File: config.mk
export PLATFORM = sky130hd
export DESIGN_NAME = joystick_differential_drive_mixer
export DESIGN_NICKNAME = d
export VERILOG_FILES = /design/src/hdl/jddm_pkg.sv /design/src/hdl/jddm_sqrt_pipe.sv /design/src/hdl/jddm_div_pipe.sv /design/src/hdl/joystick_differential_drive_mixer.sv
export VERILOG_INCLUDE_DIRS = /design/src /design/src/hdl
export SDC_FILE = /design/constraint.sdc
export NUM_CORES = 2
export LEC_CHECK = 0
export BUFFER_PORTS_ARGS = -buffer_cell sky130_fd_sc_hd__buf_2
export CORE_MARGIN = 4
export CORE_UTILIZATION = 45
export DETAILED_ROUTE_END_ITERATION = 8
export GPL_TIMING_DRIVEN = 0
export SLEW_MARGIN = 20
export SYNTH_ARGS = -nofsm -noshare
export SYNTH_HDL_FRONTEND = slang
export SYNTH_SLANG_ARGS = --single-unit
File: constraint.sdc
create_clock -name clk -period 10.9 [get_ports clk]
set_input_delay 0.545 -clock clk [delete_from_list [all_inputs] [get_ports clk]]
set_output_delay 0.545 -clock clk [all_outputs]
set_load 0.02 [all_outputs]
File: src/hdl/assert_macros.svh
`ifndef ASSERT_MACROS_SVH
`define ASSERT_MACROS_SVH

// same-cycle implication, checked out of reset
`define ASSERT_IMPL(label, ante, cons, msg) \
  label: assert property (@(posedge clk) disable iff (!rst_n) (ante) |-> (cons)) \
    else $error(msg);

// implication after a fixed number of cycles
`define ASSERT_DELAY(label, ante, dly, cons, msg) \
  label: assert property (@(posedge clk) disable iff (!rst_n) (ante) |-> ##(dly) (cons)) \
    else $error(msg);

`endif

File: src/hdl/jddm_pkg.sv
`timescale 1ns / 1ps
`default_nettype none

package jddm_pkg;

  localparam int AXIS_WIDTH_DEF = 8;
  localparam int DUTY_W         = 8;
  localparam int FRAC_BITS      = 8;
  localparam int GAIN_W         = 16;
  localparam int DIV_STEPS      = DUTY_W;

  // 50/127 in unsigned Q0.16
  localparam logic [GAIN_W-1:0] GAIN_Q16 = 16'd25802;

  localparam logic [DUTY_W-1:0] OFFSET_RST = 8'd50;
  localparam logic [DUTY_W-1:0] LIMIT_RST  = 8'd100;

  typedef enum logic [1:0] {
    DIR_FWD  = 2'd0,
    DIR_BWD  = 2'd1,
    DIR_STOP = 2'd2
  } dir_t;

  typedef enum logic {
    CFG_SPEED_OFFSET = 1'b0,
    CFG_SPEED_LIMIT  = 1'b1
  } cfg_idx_t;

  typedef struct packed {
    logic x_pos;
    logic y_neg;
    logic y_dom;
    logic x_dom;
  } steer_t;

endpackage

`default_nettype wire

File: src/hdl/jddm_sqrt_pipe.sv
`timescale 1ns / 1ps
`default_nettype none

module jddm_sqrt_pipe
  import jddm_pkg::*;
#(
  parameter int AXIS_WIDTH = AXIS_WIDTH_DEF,
  parameter int SIDE_W     = 1
) (
  input  logic                           clk,
  input  logic                           rst_n,
  input  logic                           in_valid,
  input  logic [2*AXIS_WIDTH-1:0]        in_sum,
  input  logic [SIDE_W-1:0]              in_side,
  output logic                           out_valid,
  output logic [AXIS_WIDTH+FRAC_BITS-1:0] out_root,
  output logic [SIDE_W-1:0]              out_side
);

  localparam int RW = AXIS_WIDTH + FRAC_BITS;
  localparam int NW = 2 * RW;

  logic [NW:0]       rem_r  [RW];
  logic [RW-1:0]     root_r [RW];
  logic [SIDE_W-1:0] side_r [RW];
  logic [RW-1:0]     vld_r;

  // one root bit per stage, msb first
  for (genvar k = 0; k < RW; k++) begin : g_st
    localparam int B = RW - 1 - k;
    logic [NW:0]       rem_p;
    logic [NW:0]       trial;
    logic [RW-1:0]     root_p;
    logic [SIDE_W-1:0] side_p;
    logic              vld_p;

    if (k == 0) begin : g_in
      assign rem_p  = {1'b0, in_sum, {(2*FRAC_BITS){1'b0}}};
      assign root_p = '0;
      assign side_p = in_side;
      assign vld_p  = in_valid;
    end else begin : g_chain
      assign rem_p  = rem_r[k-1];
      assign root_p = root_r[k-1];
      assign side_p = side_r[k-1];
      assign vld_p  = vld_r[k-1];
    end

    // (root + 2^B)^2 - root^2, root has no bits at or below B
    assign trial = ((NW+1)'(root_p) << (B + 1)) | ((NW+1)'(1) << (2 * B));

    always_ff @(posedge clk) begin
      if (!rst_n) begin
        vld_r[k] <= 1'b0;
      end else begin
        vld_r[k] <= vld_p;
      end
    end

    always_ff @(posedge clk) begin
      side_r[k] <= side_p;
      if (rem_p >= trial) begin
        rem_r[k]  <= rem_p - trial;
        root_r[k] <= root_p | (RW'(1) << B);
      end else begin
        rem_r[k]  <= rem_p;
        root_r[k] <= root_p;
      end
    end
  end

  assign out_valid = vld_r[RW-1];
  assign out_root  = root_r[RW-1];
  assign out_side  = side_r[RW-1];

endmodule

`default_nettype wire

File: src/hdl/jddm_div_pipe.sv
`timescale 1ns / 1ps
`default_nettype none

module jddm_div_pipe
  import jddm_pkg::*;
#(
  parameter int AXIS_WIDTH = AXIS_WIDTH_DEF,
  parameter int SIDE_W     = 1
) (
  input  logic                         clk,
  input  logic                         rst_n,
  input  logic                         in_valid,
  input  logic [DUTY_W+AXIS_WIDTH-1:0] in_num,
  input  logic [AXIS_WIDTH-1:0]        in_den,
  input  logic [SIDE_W-1:0]            in_side,
  output logic                         out_valid,
  output logic [DUTY_W-1:0]            out_quot,
  output logic [SIDE_W-1:0]            out_side
);

  localparam int NUMW = DUTY_W + AXIS_WIDTH;

  logic [NUMW-1:0]       rem_r  [DIV_STEPS];
  logic [AXIS_WIDTH-1:0] den_r  [DIV_STEPS];
  logic [DUTY_W-1:0]     quot_r [DIV_STEPS];
  logic [SIDE_W-1:0]     side_r [DIV_STEPS];
  logic [DIV_STEPS-1:0]  vld_r;

  // restoring division, quotient known to fit in DUTY_W bits
  for (genvar k = 0; k < DIV_STEPS; k++) begin : g_st
    localparam int B = DIV_STEPS - 1 - k;
    logic [NUMW-1:0]       rem_p;
    logic [NUMW-1:0]       trial;
    logic [AXIS_WIDTH-1:0] den_p;
    logic [DUTY_W-1:0]     quot_p;
    logic [SIDE_W-1:0]     side_p;
    logic                  vld_p;

    if (k == 0) begin : g_in
      assign rem_p  = in_num;
      assign den_p  = in_den;
      assign quot_p = '0;
      assign side_p = in_side;
      assign vld_p  = in_valid;
    end else begin : g_chain
      assign rem_p  = rem_r[k-1];
      assign den_p  = den_r[k-1];
      assign quot_p = quot_r[k-1];
      assign side_p = side_r[k-1];
      assign vld_p  = vld_r[k-1];
    end

    assign trial = NUMW'(den_p) << B;

    always_ff @(posedge clk) begin
      if (!rst_n) begin
        vld_r[k] <= 1'b0;
      end else begin
        vld_r[k] <= vld_p;
      end
    end

    always_ff @(posedge clk) begin
      den_r[k]  <= den_p;
      side_r[k] <= side_p;
      if (rem_p >= trial) begin
        rem_r[k]  <= rem_p - trial;
        quot_r[k] <= quot_p | (DUTY_W'(1) << B);
      end else begin
        rem_r[k]  <= rem_p;
        quot_r[k] <= quot_p;
      end
    end
  end

  assign out_valid = vld_r[DIV_STEPS-1];
  assign out_quot  = quot_r[DIV_STEPS-1];
  assign out_side  = side_r[DIV_STEPS-1];

endmodule

`default_nettype wire

File: src/hdl/joystick_differential_drive_mixer.sv
// Joystick differential drive mixer.
// Input: pulse start with a signed stick sample on in_stick_x / in_stick_y; the
// beat is taken on any clock edge where start is high and busy is low. busy is
// never raised, so one beat can be taken every cycle.
// Output: out_valid strobes for one cycle with the left and right wheel
// direction (0 forward, 1 backward, 2 stop) and duty. Results come out in
// input order, one per input beat.
// The pipeline is three front stages (abs, squares, sum), one square root
// stage per root bit (AXIS_WIDTH + 8 of them), gain multiply, offset and
// limit, inner wheel product, eight divider stages (one quotient bit each)
// and the output register.
// Throughput is one beat per cycle.
// Configuration: cfg_we writes cfg_wdata to speed_offset (index 0) or
// speed_limit (index 1); write only while no beat is in flight.
// Reset (synchronous, rst_n low) clears every valid bit, so nothing in flight
// comes out, and restores speed_offset to 50 and speed_limit to 100.
// The receiver cannot stall: each result is shown for exactly one cycle.
`timescale 1ns / 1ps
`default_nettype none
`include "assert_macros.svh"

module joystick_differential_drive_mixer
  import jddm_pkg::*;
#(
  parameter int AXIS_WIDTH = AXIS_WIDTH_DEF
) (
  input  logic                         clk,
  input  logic                         rst_n,
  input  logic                         start,
  output logic                         busy,
  input  logic signed [AXIS_WIDTH-1:0] in_stick_x,
  input  logic signed [AXIS_WIDTH-1:0] in_stick_y,
  output logic                         out_valid,
  output logic [1:0]                   out_left_direction,
  output logic [1:0]                   out_right_direction,
  output logic [DUTY_W-1:0]            out_left_duty,
  output logic [DUTY_W-1:0]            out_right_duty,
  input  logic                         cfg_we,
  input  logic                         cfg_index,
  input  logic [DUTY_W-1:0]            cfg_wdata
);

  localparam int RW      = AXIS_WIDTH + FRAC_BITS;
  localparam int SW      = 2 * AXIS_WIDTH;
  localparam int MW      = GAIN_W + RW;
  localparam int NUMW    = DUTY_W + AXIS_WIDTH;
  localparam int SPW     = ((AXIS_WIDTH > DUTY_W) ? AXIS_WIDTH : DUTY_W) + 1;
  localparam int LATENCY = RW + DIV_STEPS + 7;

  typedef struct packed {
    steer_t                steer;
    logic [AXIS_WIDTH-1:0] diff;
    logic [AXIS_WIDTH-1:0] ay;
  } sq_side_t;

  typedef struct packed {
    steer_t            steer;
    logic [DUTY_W-1:0] speed;
  } div_side_t;

  localparam int SQ_SIDE_W  = $bits(sq_side_t);
  localparam int DIV_SIDE_W = $bits(div_side_t);

  // configuration registers
  logic [DUTY_W-1:0] speed_offset_r;
  logic [DUTY_W-1:0] speed_limit_r;

  always_ff @(posedge clk) begin
    if (!rst_n) begin
      speed_offset_r <= OFFSET_RST;
      speed_limit_r  <= LIMIT_RST;
    end else if (cfg_we) begin
      unique case (cfg_idx_t'(cfg_index))
        CFG_SPEED_OFFSET: speed_offset_r <= cfg_wdata;
        CFG_SPEED_LIMIT:  speed_limit_r  <= cfg_wdata;
        default:          speed_limit_r  <= speed_limit_r;
      endcase
    end
  end

  assign busy = 1'b0;

  // stage: absolute values
  logic                  s0_vld_r;
  logic [AXIS_WIDTH-1:0] ax_r, ay_r;
  logic                  x_pos_r, y_neg_r;
  logic [AXIS_WIDTH-1:0] ax_nxt, ay_nxt;

  // most negative value gives 2^(w-1) as unsigned, no wrap
  assign ax_nxt = in_stick_x[AXIS_WIDTH-1] ? AXIS_WIDTH'(~$unsigned(in_stick_x) + 1'b1)
                                           : $unsigned(in_stick_x);
  assign ay_nxt = in_stick_y[AXIS_WIDTH-1] ? AXIS_WIDTH'(~$unsigned(in_stick_y) + 1'b1)
                                           : $unsigned(in_stick_y);

  always_ff @(posedge clk) begin
    if (!rst_n) begin
      s0_vld_r <= 1'b0;
    end else begin
      s0_vld_r <= start && !busy;
    end
  end

  always_ff @(posedge clk) begin
    ax_r    <= ax_nxt;
    ay_r    <= ay_nxt;
    x_pos_r <= !in_stick_x[AXIS_WIDTH-1] && (in_stick_x != '0);
    y_neg_r <= in_stick_y[AXIS_WIDTH-1];
  end

  // stage: squares and axis compare
  logic          s1_vld_r;
  logic [SW-1:0] sqx_r, sqy_r;
  sq_side_t      s1_side_r;
  sq_side_t      s1_side_nxt;

  always_comb begin
    s1_side_nxt.steer.x_pos = x_pos_r;
    s1_side_nxt.steer.y_neg = y_neg_r;
    s1_side_nxt.steer.y_dom = ay_r > ax_r;
    s1_side_nxt.steer.x_dom = ax_r > ay_r;
    s1_side_nxt.diff        = ay_r - ax_r;
    s1_side_nxt.ay          = ay_r;
  end

  always_ff @(posedge clk) begin
    if (!rst_n) begin
      s1_vld_r <= 1'b0;
    end else begin
      s1_vld_r <= s0_vld_r;
    end
  end

  always_ff @(posedge clk) begin
    sqx_r     <= SW'(ax_r) * SW'(ax_r);
    sqy_r     <= SW'(ay_r) * SW'(ay_r);
    s1_side_r <= s1_side_nxt;
  end

  // stage: sum of squares, fits since each square is at most 2^(2w-2)
  logic          s2_vld_r;
  logic [SW-1:0] sum_r;
  sq_side_t      s2_side_r;

  always_ff @(posedge clk) begin
    if (!rst_n) begin
      s2_vld_r <= 1'b0;
    end else begin
      s2_vld_r <= s1_vld_r;
    end
  end

  always_ff @(posedge clk) begin
    sum_r     <= sqx_r + sqy_r;
    s2_side_r <= s1_side_r;
  end

  // square root with 8 fraction bits
  logic                 sq_vld;
  logic [RW-1:0]        sq_root;
  logic [SQ_SIDE_W-1:0] sq_side_vec;
  sq_side_t             sq_side;

  jddm_sqrt_pipe #(
    .AXIS_WIDTH (AXIS_WIDTH),
    .SIDE_W     (SQ_SIDE_W)
  ) u_sqrt (
    .clk       (clk),
    .rst_n     (rst_n),
    .in_valid  (s2_vld_r),
    .in_sum    (sum_r),
    .in_side   (s2_side_r),
    .out_valid (sq_vld),
    .out_root  (sq_root),
    .out_side  (sq_side_vec)
  );

  assign sq_side = sq_side_t'(sq_side_vec);

  // stage: gain multiply
  logic          s3_vld_r;
  logic [MW-1:0] mul_r;
  sq_side_t      s3_side_r;

  always_ff @(posedge clk) begin
    if (!rst_n) begin
      s3_vld_r <= 1'b0;
    end else begin
      s3_vld_r <= sq_vld;
    end
  end

  always_ff @(posedge clk) begin
    mul_r     <= MW'(GAIN_Q16) * MW'(sq_root);
    s3_side_r <= sq_side;
  end

  // stage: offset and limit
  logic              s4_vld_r;
  logic [DUTY_W-1:0] speed_r;
  sq_side_t          s4_side_r;
  logic [SPW-1:0]    spd_sum;
  logic [DUTY_W-1:0] speed_nxt;

  assign spd_sum   = SPW'(mul_r[MW-1:GAIN_W+FRAC_BITS]) + SPW'(speed_offset_r);
  assign speed_nxt = (spd_sum > SPW'(speed_limit_r)) ? speed_limit_r : spd_sum[DUTY_W-1:0];

  always_ff @(posedge clk) begin
    if (!rst_n) begin
      s4_vld_r <= 1'b0;
    end else begin
      s4_vld_r <= s3_vld_r;
    end
  end

  always_ff @(posedge clk) begin
    speed_r   <= speed_nxt;
    s4_side_r <= s3_side_r;
  end

  // stage: inner wheel numerator speed * (max - min)
  logic                  s5_vld_r;
  logic [NUMW-1:0]       num_r;
  logic [AXIS_WIDTH-1:0] den_r;
  div_side_t             s5_side_r;

  always_ff @(posedge clk) begin
    if (!rst_n) begin
      s5_vld_r <= 1'b0;
    end else begin
      s5_vld_r <= s4_vld_r;
    end
  end

  always_ff @(posedge clk) begin
    num_r           <= NUMW'(speed_r) * NUMW'(s4_side_r.diff);
    den_r           <= s4_side_r.ay;
    s5_side_r.steer <= s4_side_r.steer;
    s5_side_r.speed <= speed_r;
  end

  // divide by max, only used when y dominates so max is nonzero
  logic                  dv_vld;
  logic [DUTY_W-1:0]     dv_quot;
  logic [DIV_SIDE_W-1:0] dv_side_vec;
  div_side_t             dv_side;

  jddm_div_pipe #(
    .AXIS_WIDTH (AXIS_WIDTH),
    .SIDE_W     (DIV_SIDE_W)
  ) u_div (
    .clk       (clk),
    .rst_n     (rst_n),
    .in_valid  (s5_vld_r),
    .in_num    (num_r),
    .in_den    (den_r),
    .in_side   (s5_side_r),
    .out_valid (dv_vld),
    .out_quot  (dv_quot),
    .out_side  (dv_side_vec)
  );

  assign dv_side = div_side_t'(dv_side_vec);

  // output stage: steering
  logic              out_valid_r;
  dir_t              ldir_r, rdir_r;
  logic [DUTY_W-1:0] lduty_r, rduty_r;
  dir_t              ldir_nxt, rdir_nxt;
  logic [DUTY_W-1:0] lduty_nxt, rduty_nxt;

  always_comb begin
    ldir_nxt  = DIR_STOP;
    rdir_nxt  = DIR_STOP;
    lduty_nxt = '0;
    rduty_nxt = '0;
    if (dv_side.steer.y_dom) begin
      ldir_nxt = dv_side.steer.y_neg ? DIR_FWD : DIR_BWD;
      rdir_nxt = ldir_nxt;
      // right wheel is inner going forward-right or backward-left
      if (dv_side.steer.x_pos == dv_side.steer.y_neg) begin
        lduty_nxt = dv_side.speed;
        rduty_nxt = dv_quot;
      end else begin
        lduty_nxt = dv_quot;
        rduty_nxt = dv_side.speed;
      end
    end else if (dv_side.steer.x_dom) begin
      lduty_nxt = dv_side.speed;
      rduty_nxt = dv_side.speed;
      ldir_nxt  = dv_side.steer.x_pos ? DIR_FWD : DIR_BWD;
      rdir_nxt  = dv_side.steer.x_pos ? DIR_BWD : DIR_FWD;
    end
  end

  always_ff @(posedge clk) begin
    if (!rst_n) begin
      out_valid_r <= 1'b0;
    end else begin
      out_valid_r <= dv_vld;
    end
  end

  always_ff @(posedge clk) begin
    ldir_r  <= ldir_nxt;
    rdir_r  <= rdir_nxt;
    lduty_r <= lduty_nxt;
    rduty_r <= rduty_nxt;
  end

  assign out_valid           = out_valid_r;
  assign out_left_direction  = ldir_r;
  assign out_right_direction = rdir_r;
  assign out_left_duty       = lduty_r;
  assign out_right_duty      = rduty_r;

  `ASSERT_DELAY(a_latency, start && !busy, LATENCY, out_valid, "beat lost in pipeline")
  `ASSERT_IMPL(a_stop_both, out_valid && out_left_direction == DIR_STOP, out_right_direction == DIR_STOP && out_left_duty == '0 && out_right_duty == '0, "stop not symmetric")
  `ASSERT_IMPL(a_rotate_duty, out_valid && out_left_direction != out_right_direction, out_left_duty == out_right_duty, "rotation duties differ")

endmodule

`default_nettype wire
==> run summary <==
wire length per cell - 13.28 µm
# DRC - 0
CP max FO - 5
Yosys reg bits - 1,320
CP Capture Type - register
Clock Latency Late Sink - 0.76 ns
Worst Min Path Start - in_stick_y[5]
Max Freq - 161.8 MHz
core area - 0.1123 mm²
Fin Clk Skew - 0.03652 ns
# resized after CTS - 0
Slew Limit Headroom - 0.3752
vias per cell - 4.753
I/O pins - 51
leakage power - 26.72 nW
initial antenna violation count - 5
gr ovfl total - 0
Clock Pin Slew Worst Setup and Hold Paths - 0.06 ns
vias in the first global route - 31,227
Root Buffer - clkbuf_16
Worst EP arrival - 6.71 ns
nets - 5,545
period utilization - 0.5671
Detail Route Antenna Nets - 0
status - finished, final reports clean
cts bufs inserted - 134
Worst Hold Class - in2reg
reg2reg end - mul_r[29]
CP max-delay cell - o311ai_0
post-synth top area share - 0.5196
final non-filler cell total - 6,519
Placed Area - 0.05297 mm²
sequence of cells on the critical path - ha_1 > inv_1 > fa_1 > inv_1 > fa_1 > fa_1 > fa_1 > inv_1 > fa_1 > inv_1 > ha_1 > nand2_1 > nor4_1 > o221ai_1 > nand2_1 > nand2_1 > o311ai_0
CTS tree - done
Tightest Pin Transition - 0.9255 ns
GR peak layer - met2
Endpoint, Worst Hold - ay_r[7]
Clk pwr share - 0.223
chip height - 344.2 µm
Max IR drop VDD - 0.2745 mV
combinational group share of total power - 0.421
Synth top cells by count - 1,320 x dfxtp_1, 515 x inv_1, 447 x ha_1
worst hold slack - 0.07992 ns
prevailing post-synth register cell - dfxtp_1
H-tree depth - 4
final slew viol count - 0
top-count cell post-synth - dfxtp_1
Most Frequent Cell on Critical Path - fa_1
P_int - 13.02 mW
final setup vio count - 0
setup TNS - 0 ns
GRT Total Usage - 0.1499
Worst Path Required - 11.43 ns
switching power share of the total - 0.3634
first-pass GRT wire length - 147,100 µm
RSZ-0062 raised after global routing - false
fin crit period - 6.181 ns
pin count of the biggest net entering global routing - 17
number of setup buffers added after CTS - 0
layout cell share with drive strength beyond 1 - 0.06916
placed cells - 6,265
die area - 0.1185 mm²
worst-case reg-to-reg path depth - 17
Post-Synthesis Cell Area - 0.05085 mm²
HPWL after DPL - 65,330 µm
Hold Fails Final Rpt - 0
routed wire length - 86,580 µm
Post-Syn Area per Cell - 10.78 µm²
Mapped Cells - 4,717
initial core utilization - 0.4527
synth top area cells - dfxtp_1 52%, ha_1 11%, fa_1 6.1%
Worst setup SP type - register
clock sinks - 1,320
Sequential Power Share - 0.356
met2 Use GR - 0.2654
Die X - 344.2 µm
Syn. warnings - 0
cell taking the most area after synthesis - dfxtp_1
Routability Congestion - 0.8323
Post-synth EDFFs - 0
Critical R2R Launch - u_sqrt.root_r[1][114]
# hold bufs at CTS - 14
port buffer count - 47
drt pass-1 iters - 7
crit path kind - reg2reg
P&R area growth vs syn - 13.51%
Max-Cap Viols - 0
register area share after synthesis - 0.5196
post-synthesis cell type count - 82
DR vias - 30,987
Longest Clk Path Bufs - 3
Hold Path Depth - 2
met1 Usage GRT - 0.1831
Async S/R FF share, synth - 0
max incr delay on CP - 0.82 ns
M3 GR Usage - 0.02748
Power Dens Cells - 354.3 mW/mm²
Design Area, Final - 0.05772 mm²
FP Rows - 123
Psw - 7.431 mW
FF-to-FF setup slack - 4.72 ns
drt initial violations - 1,364
[how the worst max path moves through the flow]
stage                          startpoint         to  slack, ns  cells past startpoint
finish              u_sqrt.root_r[1][114]  mul_r[29]       4.72                     17
global route        u_sqrt.root_r[1][114]  mul_r[29]       4.43                     17
CTS                 u_sqrt.root_r[1][114]  mul_r[29]       4.61                     17
detailed placement  u_sqrt.root_r[1][114]  mul_r[29]       4.70                     17
global placement    u_sqrt.root_r[1][114]  mul_r[29]       4.66                     17
floorplan           u_sqrt.root_r[1][114]  mul_r[27]       6.00                     18
[cell type report]
| cell class | count | area (µm²) |
|---|---|---|
| clock buffer | 191 | 3817 |
| buffer | 61 | 281.5 |
| sequential | 1320 | 26430 |
| clock inverter | 47 | 785.8 |
| multi-input combinational | 2820 | 22220 |
| antenna | 2 | 5.005 |
| inverter | 517 | 1941 |
| fill | 10008 | 54620 |
| tap | 1500 | 1877 |
| timing repair buffer | 61 | 375.4 |
[stage by stage]
step	power, mW	setup WS [ns]	util
3_3_place_gp	15.92	4.656	0.4715
4_1_cts	20.76	4.611	0.5137
2_1_floorplan	13.92	6.000	-
6_report	20.45	4.719	0.5138
3_5_place_dp	16.06	4.703	0.4715
5_1_grt	22.35	4.430	0.5138
[critical path, delay by kind of cell (launching register included)]
family,cells,cell delay (ns)
fa+ha+maj,7,3.03
compound gates,2,1.20
simple gates,4,0.96
flops,1,0.48
buf+inv,4,0.30
[placed cells by master, fill, tap and decap left out, drive strengths merged, types with 64 or more instances in the layout]
cell type	netlist	final
o21ai	182	182
ha	447	447
a21o	65	65
clkbuf	45	236
nand2	335	335
a21oi	175	175
xnor2	162	162
fa	154	154
o21a	64	64
and2	88	88
dfxtp	1320	1320
xor2	146	146
nor2	270	270
inv	517	523
nor3	100	100
[cells by family after synthesis]
logic type | Yosys count | synth area share
AOI/OAI and AO/OA | 703 | 0.08875
xor gates and xnor gates | 308 | 0.05305
adders and majority gates | 601 | 0.1706
buffers and inverters | 578 | 0.04370
DFF | 1320 | 0.5196
muxes | 60 | 0.01383
other | 1 | 0.00007374
and+or+nand+nor | 1146 | 0.1104
[power by group through the flow]
stage	Sequential (mW)	Clock (mW)	Combinational, mW
final	7.28	4.57	8.60
after global routing	7.46	4.92	9.98
after CTS	7.30	4.71	8.75
after detailed placement	7.39	0	8.67
after global placement	7.36	0	8.56
after floorplan	7.11	0	6.80
[registers in the layout, indices dropped and copies added, names as in the netlist, 12 cells and up]
name and count:
sqy_r 14, u_sqrt.rem_r 304, num_r 16, u_sqrt.side_r 320
sum_r 16, u_sqrt.root_r 136, s4_side_r 20, u_sqrt.g_st.vld_p 15
u_div.rem_r 112, s5_side_r 12, sqx_r 15, s2_side_r 20
u_div.den_r 56, s1_side_r 20, u_div.side_r 96, u_div.quot_r 36
s3_side_r 20
[routing by layer]
| layer | share of wire | vias up | routed length [µm] |
|---|---|---|---|
| met1 | 0.45 | 14322 | 39040 |
| li1 | - | 16144 | - |
| met3 | 0.035 | 146 | 3025 |
| met4 | 0.024 | 2 | 2094 |
| met5 | 0.00016 | - | 14 |
| met2 | 0.49 | 373 | 42400 |
No activity file was read; power rests on OpenSTA's default activity.
